===== src/hdl/seqt_pkg.sv =====
package seqt_pkg;

	// Table geometry
	localparam int ENTRIES   = 16;
	localparam int SEQ_WIDTH = 32;

	// Entry index and fill count widths
	localparam int IDX_W = (ENTRIES > 1) ? $clog2(ENTRIES) : 1;
	localparam int CNT_W = $clog2(ENTRIES + 1);

	// Field widths of the transactions
	localparam int FUNC_W  = 3;
	localparam int ADDR_W  = 32;
	localparam int VALUE_W = 32;

	// Operation codes
	typedef enum logic [FUNC_W-1:0] {
		FN_READ_ACK   = 3'd0,
		FN_INC_ACK    = 3'd1,
		FN_TAKE_SEND  = 3'd2,
		FN_READ_EXP   = 3'd3,
		FN_INC_EXP    = 3'd4
	} func_t;

	// Result status codes
	typedef enum logic [1:0] {
		ST_FOUND = 2'd0,
		ST_NEW   = 2'd1,
		ST_FULL  = 2'd2
	} status_t;

	// Request and response payloads
	typedef struct packed {
		logic [FUNC_W-1:0] func;
		logic [ADDR_W-1:0] address;
	} req_t;

	typedef struct packed {
		logic [VALUE_W-1:0] value;
		status_t            status;
	} rsp_t;

	// The three counters of one entry, stored side by side
	typedef struct packed {
		logic [SEQ_WIDTH-1:0] ack;
		logic [SEQ_WIDTH-1:0] send;
		logic [SEQ_WIDTH-1:0] expect_seq;
	} cnt_set_t;

	// Controller states
	typedef enum logic [1:0] {
		S_IDLE,
		S_SCAN,
		S_CNT_RD,
		S_UPDATE
	} state_t;

	// Controller to datapath
	typedef struct packed {
		logic start;     // capture request, restart the scan
		logic scan;      // advance the key scan
		logic hit_take;  // matching entry found, latch its slot
		logic commit;    // write back and load the response register
	} seqt_cmd_t;

	// Datapath to controller
	typedef struct packed {
		logic match;      // compared key equals the request address
		logic scan_done;  // all used entries compared, no match
		logic out_free;   // response register can take a new result
	} seqt_sts_t;

endpackage


===== src/hdl/seqt_ram.sv =====
module seqt_ram #(
	parameter int WIDTH = 32,
	parameter int DEPTH = 16,
	localparam int AW = (DEPTH > 1) ? $clog2(DEPTH) : 1
) (
	input  logic             clk,
	input  logic             we,
	input  logic [AW-1:0]    waddr,
	input  logic [WIDTH-1:0] wdata,
	input  logic [AW-1:0]    raddr,
	output logic [WIDTH-1:0] rdata
);

	logic [WIDTH-1:0] mem_q [DEPTH];

	// One write port, one registered read port
	always_ff @(posedge clk) begin
		if (we) begin
			mem_q[waddr] <= wdata;
		end
		rdata <= mem_q[raddr];
	end

endmodule


===== src/hdl/seqt_ctrl.sv =====
module seqt_ctrl
	import seqt_pkg::*;
(
	input  logic      clk,
	input  logic      arst_n,
	input  logic      req_valid,
	output logic      req_ready,
	input  seqt_sts_t sts,
	output seqt_cmd_t cmd
);

	state_t state_q, state_d;

	// State register
	always_ff @(posedge clk or negedge arst_n) begin
		if (!arst_n) begin
			state_q <= S_IDLE;
		end else begin
			state_q <= state_d;
		end
	end

	// Next state and commands
	always_comb begin
		state_d   = state_q;
		cmd       = '0;
		req_ready = 1'b0;
		unique case (state_q)
			S_IDLE: begin
				req_ready = 1'b1;
				if (req_valid) begin
					cmd.start = 1'b1;
					state_d   = S_SCAN;
				end
			end
			S_SCAN: begin
				cmd.scan = 1'b1;
				if (sts.match) begin
					cmd.hit_take = 1'b1;
					state_d      = S_CNT_RD;
				end else if (sts.scan_done) begin
					state_d = S_UPDATE;
				end
			end
			S_CNT_RD: begin
				state_d = S_UPDATE;
			end
			S_UPDATE: begin
				if (sts.out_free) begin
					cmd.commit = 1'b1;
					state_d    = S_IDLE;
				end
			end
			default: begin
				state_d = S_IDLE;
			end
		endcase
	end

	// Checks
	a_commit_free: assert property (@(posedge clk) disable iff (!arst_n)
		cmd.commit |-> sts.out_free)
		else $error("commit while response register busy");

	a_start_idle: assert property (@(posedge clk) disable iff (!arst_n)
		cmd.start |=> (state_q == S_SCAN))
		else $error("scan did not follow request capture");

endmodule


===== src/hdl/seqt_dpath.sv =====
module seqt_dpath
	import seqt_pkg::*;
(
	input  logic      clk,
	input  logic      arst_n,
	input  req_t      req,
	input  seqt_cmd_t cmd,
	output seqt_sts_t sts,
	output rsp_t      rsp,
	output logic      rsp_valid,
	input  logic      rsp_ready
);

	req_t             req_q;
	logic [CNT_W-1:0] used_q;
	logic [CNT_W-1:0] scan_idx_q;
	logic             cmp_v_q;
	logic [IDX_W-1:0] cmp_idx_q;
	logic [IDX_W-1:0] slot_q;
	logic             hit_q;
	logic             out_valid_q;
	rsp_t             out_q;

	logic [ADDR_W-1:0] key_rdata;
	logic              key_we;
	logic [IDX_W-1:0]  alloc_idx;
	cnt_set_t          cnt_rdata;
	cnt_set_t          cnt_base;
	cnt_set_t          cnt_new;
	logic              cnt_we;
	logic [IDX_W-1:0]  cnt_waddr;
	logic              issue;
	logic              full;
	logic              full_miss;
	logic              alloc;
	logic [SEQ_WIDTH-1:0] val;
	rsp_t              rsp_d;

	// Scan control
	assign issue     = scan_idx_q < used_q;
	assign full      = (used_q == CNT_W'(ENTRIES));
	assign full_miss = !hit_q && full;
	assign alloc     = !hit_q && !full;
	assign alloc_idx = used_q[IDX_W-1:0];

	assign sts.match     = cmp_v_q && (key_rdata == req_q.address);
	assign sts.scan_done = !issue && !cmp_v_q;
	assign sts.out_free  = !out_valid_q || rsp_ready;

	// Key store, read by the scan index
	assign key_we = cmd.commit && alloc;

	seqt_ram #(
		.WIDTH(ADDR_W),
		.DEPTH(ENTRIES)
	) u_key_ram (
		.clk  (clk),
		.we   (key_we),
		.waddr(alloc_idx),
		.wdata(req_q.address),
		.raddr(scan_idx_q[IDX_W-1:0]),
		.rdata(key_rdata)
	);

	// Counter store, read at the selected slot
	assign cnt_we    = cmd.commit && !full_miss;
	assign cnt_waddr = hit_q ? slot_q : alloc_idx;

	seqt_ram #(
		.WIDTH($bits(cnt_set_t)),
		.DEPTH(ENTRIES)
	) u_cnt_ram (
		.clk  (clk),
		.we   (cnt_we),
		.waddr(cnt_waddr),
		.wdata(cnt_new),
		.raddr(slot_q),
		.rdata(cnt_rdata)
	);

	// Counter update: a fresh entry starts from zero
	always_comb begin
		cnt_base = hit_q ? cnt_rdata : '0;
		cnt_new  = cnt_base;
		val      = '0;
		unique case (func_t'(req_q.func))
			FN_READ_ACK: begin
				val = cnt_base.ack;
			end
			FN_INC_ACK: begin
				cnt_new.ack = cnt_base.ack + SEQ_WIDTH'(1);
			end
			FN_TAKE_SEND: begin
				val          = cnt_base.send;
				cnt_new.send = cnt_base.send + SEQ_WIDTH'(1);
			end
			FN_READ_EXP: begin
				val = cnt_base.expect_seq;
			end
			FN_INC_EXP: begin
				cnt_new.expect_seq = cnt_base.expect_seq + SEQ_WIDTH'(1);
			end
			default: begin
				// unknown op: lookup only
			end
		endcase
	end

	// Response value and status
	always_comb begin
		if (full_miss) begin
			rsp_d.value  = '0;
			rsp_d.status = ST_FULL;
		end else begin
			rsp_d.value  = VALUE_W'(val);
			rsp_d.status = hit_q ? ST_FOUND : ST_NEW;
		end
	end

	// Control registers
	always_ff @(posedge clk or negedge arst_n) begin
		if (!arst_n) begin
			used_q      <= '0;
			cmp_v_q     <= 1'b0;
			out_valid_q <= 1'b0;
		end else begin
			if (cmd.start) begin
				cmp_v_q <= 1'b0;
			end else if (cmd.scan) begin
				cmp_v_q <= issue;
			end
			if (cmd.commit && alloc) begin
				used_q <= used_q + CNT_W'(1);
			end
			if (cmd.commit) begin
				out_valid_q <= 1'b1;
			end else if (rsp_ready) begin
				out_valid_q <= 1'b0;
			end
		end
	end

	// Request, scan position, slot and response payload
	always_ff @(posedge clk) begin
		if (cmd.start) begin
			req_q      <= req;
			scan_idx_q <= '0;
			hit_q      <= 1'b0;
		end else if (cmd.scan) begin
			cmp_idx_q <= scan_idx_q[IDX_W-1:0];
			if (issue) begin
				scan_idx_q <= scan_idx_q + CNT_W'(1);
			end
		end
		if (cmd.hit_take) begin
			slot_q <= cmp_idx_q;
			hit_q  <= 1'b1;
		end
		if (cmd.commit) begin
			out_q <= rsp_d;
		end
	end

	assign rsp       = out_q;
	assign rsp_valid = out_valid_q;

	// Checks
	a_used_bound: assert property (@(posedge clk) disable iff (!arst_n)
		used_q <= CNT_W'(ENTRIES))
		else $error("fill count beyond table size");

	a_full_no_change: assert property (@(posedge clk) disable iff (!arst_n)
		(cmd.commit && full_miss) |=> $stable(used_q))
		else $error("full table changed its fill count");

	a_match_in_range: assert property (@(posedge clk) disable iff (!arst_n)
		(cmd.scan && sts.match) |-> (CNT_W'(cmp_idx_q) < used_q))
		else $error("match on an unused entry");

endmodule


===== src/hdl/sequence_number_table.sv =====
// Channel  Direction  Payload  Handshake
// req      in         req_t    req_valid / req_ready
// rsp      out        rsp_t    rsp_valid / rsp_ready
//
// A request is accepted only in the idle state, so one is through before the
// next is taken. The key store is compared one entry per cycle through its
// registered read port, and a hit then reads its counters from the counter
// store. The update and response load follow once the response register is
// free, and the idle state takes the next request. A full table has 16 entries.
// Reset empties the table at once (fill count to zero), no clearing pass.
// A waiting response does not block the next request; only its write-back
// waits until the response register is free.
module sequence_number_table
	import seqt_pkg::*;
(
	input  logic clk,
	input  logic arst_n,
	input  logic req_valid,
	output logic req_ready,
	input  req_t req,
	output logic rsp_valid,
	input  logic rsp_ready,
	output rsp_t rsp
);

	seqt_cmd_t cmd;
	seqt_sts_t sts;

	seqt_ctrl u_ctrl (
		.clk      (clk),
		.arst_n   (arst_n),
		.req_valid(req_valid),
		.req_ready(req_ready),
		.sts      (sts),
		.cmd      (cmd)
	);

	seqt_dpath u_dpath (
		.clk      (clk),
		.arst_n   (arst_n),
		.req      (req),
		.cmd      (cmd),
		.sts      (sts),
		.rsp      (rsp),
		.rsp_valid(rsp_valid),
		.rsp_ready(rsp_ready)
	);

endmodule


===== config.mk =====
export PLATFORM = sky130hd
export DESIGN_NAME = sequence_number_table
export DESIGN_NICKNAME = d
export VERILOG_FILES = /design/src/hdl/seqt_pkg.sv /design/src/hdl/seqt_ram.sv /design/src/hdl/seqt_ctrl.sv /design/src/hdl/seqt_dpath.sv /design/src/hdl/sequence_number_table.sv
export SDC_FILE = /design/constraint.sdc
export NUM_CORES = 2
export LEC_CHECK = 0
export BUFFER_PORTS_ARGS = -buffer_cell sky130_fd_sc_hd__buf_2
export CAP_MARGIN = 5
export CORE_MARGIN = 8
export CORE_UTILIZATION = 50
export DETAILED_ROUTE_END_ITERATION = 8
export PLACE_DENSITY = 0.65
export SETUP_SLACK_MARGIN = 0.15
export SYNTH_ARGS = -nofsm -noshare
export SYNTH_HDL_FRONTEND = slang
export SYNTH_SLANG_ARGS = --single-unit
export TNS_END_PERCENT = 30

===== constraint.sdc =====
create_clock -name clk -period 6.8 [get_ports clk]
set_input_delay 0.34 -clock clk [delete_from_list [all_inputs] [get_ports clk]]
set_output_delay 0.34 -clock clk [all_outputs]
set_load 0.01 [all_outputs]

==> run_results.csv <==
group,metric,value,unit
global_route,antenna_found_initial,1,
yosys,yosysWarnings,0,
floorplan,initial_core_util,50.27,%
worst_hold_path,hold_class,"primary input to flip-flop",
cts,cts_made_buffers,218,
sta,setup_violations,0,
floorplan,die_h,431.3,um
yosys,synth_flop_cell,"edfxtp_1",
global_route,grt_pass1_wl,280.9,mm
sta,maxClockFrequency,0.2406,GHz
pwr,power.density,327.6,mW/mm^2
yosys,avgSynthCellArea,22.88,sq um
yosys,synth.distinct_cells,59,
pwr,p_leak,0.03252,uW
sta,worst_pin_slew,1346,ps
sta,finalCriticalPeriod,4156,ps
sta,hold_viol_final,0,
yosys,synth_fp_nets,3824,
cts,insertion_delay,850,ps
route,viasPerCell,6.064,
yosys,netlist_instances,3769,
worst_setup_path,worst-setup-path-type,"flip-flop to flip-flop",
yosys,synth.area.mux_share,17.11,%
sta,finalClockSkew,57.48,ps
sta,rsz0062_at_grt,"no",
floorplan,ios,75,
place,gp_congestion,0.8101,
floorplan,rows,152,
sta,post-route-period-util,61.12,%
route,drtIter0Drc,4687,
sta,slew_viol_final,0,
status,status,"finished clean",
final_layout,final_cell_mix,"edfxtp_1 (2125), mux4_2 (640), clkbuf_16 (218)",
yosys,synth_area,0.08623,sq mm
global_route,grt_pass1_vias,40090,
yosys,synth_compound_area_share,0.5223,%
worst_setup_path,crit_path_top_delay_cell,"nor4_1",
cts,cts_buffer_depth,3,
final_layout,n_fill_cell,12460,
route,finalWirelength,193.1,mm
route,wl_per_cell,29.63,um
worst_setup_path,required,7300,ps
job,drv_cap,0,
yosys,synth_edf_count,2125,
yosys,yosys.area_share.simple,2.513,%
sta,maxSlewHeadroom,9.604,%
yosys,synth_top_family_by_area,"multiplexers",
place,port_buffers,74,
route,drtAntennaViolNets,0,
floorplan,core_region_area,0.1715,sq mm
final_layout,num-nets-final,4065,
pwr,ir_worst_vdd,0.2797,mV
yosys,synth_seq_cells,2268,
cts,cts_tree,"done",
route,drc_errors,0,
worst_setup_path,critPathMaxStageDelay,930,ps
place,dp_hpwl,99.66,mm
final_layout,utilization,56.92,%
floorplan,die_width,431.3,um
cts,root_buffer,"clkbuf_16",
final_layout,drive_gt1_share,28.70,%
worst_setup_path,endpoint_kind,"flip-flop",
route,firstDrtPassIters,5,
worst_setup_path,crit_chain,"nand2_1 > nor4_1 > nand4_1 > nor4_2 > xnor2_1 > nor2b_1",
worst_setup_path,critPathArrivalTime,4660,ps
global_route,grt-ovfl-total,0,
floorplan,dieArea,0.1860,sq mm
yosys,ys_async_sr_fraction,0.3968,%
global_route,grt_max_degree,130,
yosys,synth_xor_area_share,1.249,%
route,vias,39520,
yosys,seq_area_frac_synth,77.37,%
final_layout,area_delta_synth_final,13.23,%
cts,post_cts_buffers,0,
sta,fin_tns_setup,0,ps
cts,cts.clk_slew.worst_paths,60,ps
global_route,grt_usage,20.58,%
worst_setup_path,startpoint_type,"flip-flop",
cts,cts.htree.levels,4,
final_layout,final_common_cell,"edfxtp_1",
yosys,synthAdderAreaFrac,0.2321,%
cts,clock_sinks,2268,
worst_setup_path,crit_fanout,59,
-- logic make-up after synthesis --
group / count (synthesis)
DFF: 2268
adders and majority gates: 16
muxes: 674
xor gates and xnor gates: 123
AOI/OAI and AO/OA: 76
and+or+nand+nor: 404
buffers and inverters: 208
-- worst paths after layout --
| path | to | cells after the start | startpoint | slack (ps) |
|---|---|---|---|---|
| min in group asynchronous | u_dpath.cmp_v_q | 3 | arst_n | 620 |
| setup / recovery | u_dpath.u_cnt_ram.mem_q[6][95] | 6 | u_dpath.hit_q | 2640 |
| hold / removal | u_dpath.req_q[12] | 2 | req[12] | 200 |
| hold reg to reg | u_dpath.slot_q[1] | 0 | u_dpath.cmp_idx_q[1] | 370 |
| setup reg to reg | u_dpath.u_cnt_ram.mem_q[6][95] | 6 | u_dpath.hit_q | 2640 |
| max in group asynchronous | u_dpath.rsp_valid | 3 | arst_n | 5800 |
-- registers in the layout, summed over array words and instances (netlist names) --
register	flops
u_dpath.u_key_ram.mem_q	512
u_dpath.hit_q	1
u_dpath.rsp	34
u_dpath.used_q	5
u_dpath.u_cnt_ram.rdata	96
u_ctrl.state_q	2
u_dpath.req_q	35
u_dpath.scan_idx_q	5
u_dpath.cmp_v_q	1
u_dpath.slot_q	4
u_dpath.rsp_valid	1
u_dpath.cmp_idx_q	4
u_dpath.u_cnt_ram.mem_q	1536
u_dpath.u_key_ram.rdata	32
-- synth_stat cells, types with 5 or more instances --
cell type	count	area, sq um
buf_1	16	60.06
and3_1	7	43.79
nor3_1	19	95.09
buf_2	46	230.2
nor4_2	5	62.56
clkbuf_1	112	420.4
dfxtp_1	134	2683
a21boi_0	9	67.56
or3_1	7	43.79
nor2_1	100	375.4
a21oi_1	23	115.1
xnor2_1	47	411.6
o21ai_0	28	140.1
dfrtp_1	9	225.2
edfxtp_1	2125	63810
nand4_1	25	156.4
mux4_2	640	14410
nor4_4	5	106.4
ha_1	16	200.2
and4_1	5	43.79
inv_1	29	108.9
nand2_1	106	397.9
mux2i_1	31	310.3
nand3_1	26	130.1
nor2b_1	5	31.28
nor4_1	15	93.84
and2_1	56	350.3
xor2_1	76	665.6
-- critical path, delay by kind of cell (launching register included) --
| family | cells | cell delay, ps |
|---|---|---|
| and+or+nand+nor | 5 | 2900 |
| DFF | 1 | 740 |
| xor gates and xnor gates | 1 | 130 |
-- power breakdown --
group	total, uW	switching (uW)	internal (uW)
Combinational	3190	1870	1320
Clock	12100	5140	6980
Sequential	16700	488	16200
Total	32000	7500	24500
-- area by class of cell --
cell class                      instances  area, sq um  share of cell area [%]
Clock inverter                        102         1095                   1.121
Multi-Input combinational cell       1293        18920                   19.37
Antenna cell                            1        2.502                0.002563
Timing Repair Buffer                  200         1677                   1.717
Inverter                               29        108.9                  0.1115
Tap cell                             2310         2890                   2.960
Clock buffer                          314         6216                   6.366
Sequential cell                      2268        66730                   68.35
-- metal layers --
metal | GRT usage (%) | wire, um | share of wire, %
met2 | 32.09 | 92050 | 48
met4 | 5.784 | 4900 | 2.5
met3 | 3.657 | 13560 | 7.0
met5 | 0 | 0 | 0
met1 | 30.36 | 82590 | 43
-- per-stage QoR --
stage | hold slack, ps | setup WS, ps | power, uW | instances | instance area (sq um)
3_3_place_gp | 230.6 | 2745 | 20140 | 6059 | 89900
4_1_cts | 121.6 | 2602 | 32270 | 6514 | 97610
3_5_place_dp | 234.8 | 2596 | 20200 | 6059 | 89910
2_1_floorplan | 44.41 | 552.6 | 18940 | 3769 | 86230
6_report | 202.3 | 2644 | 31990 | 6517 | 97640
5_1_grt | 159.6 | 2426 | 32980 | 6516 | 97640
-- what timing repair did --
action / CTS / global route
hold endpoints to repair: 46 / 0
hold buffers: 39 / 0
resized for setup: 0 / 0
No activity file was read; power rests on OpenSTA's default activity.
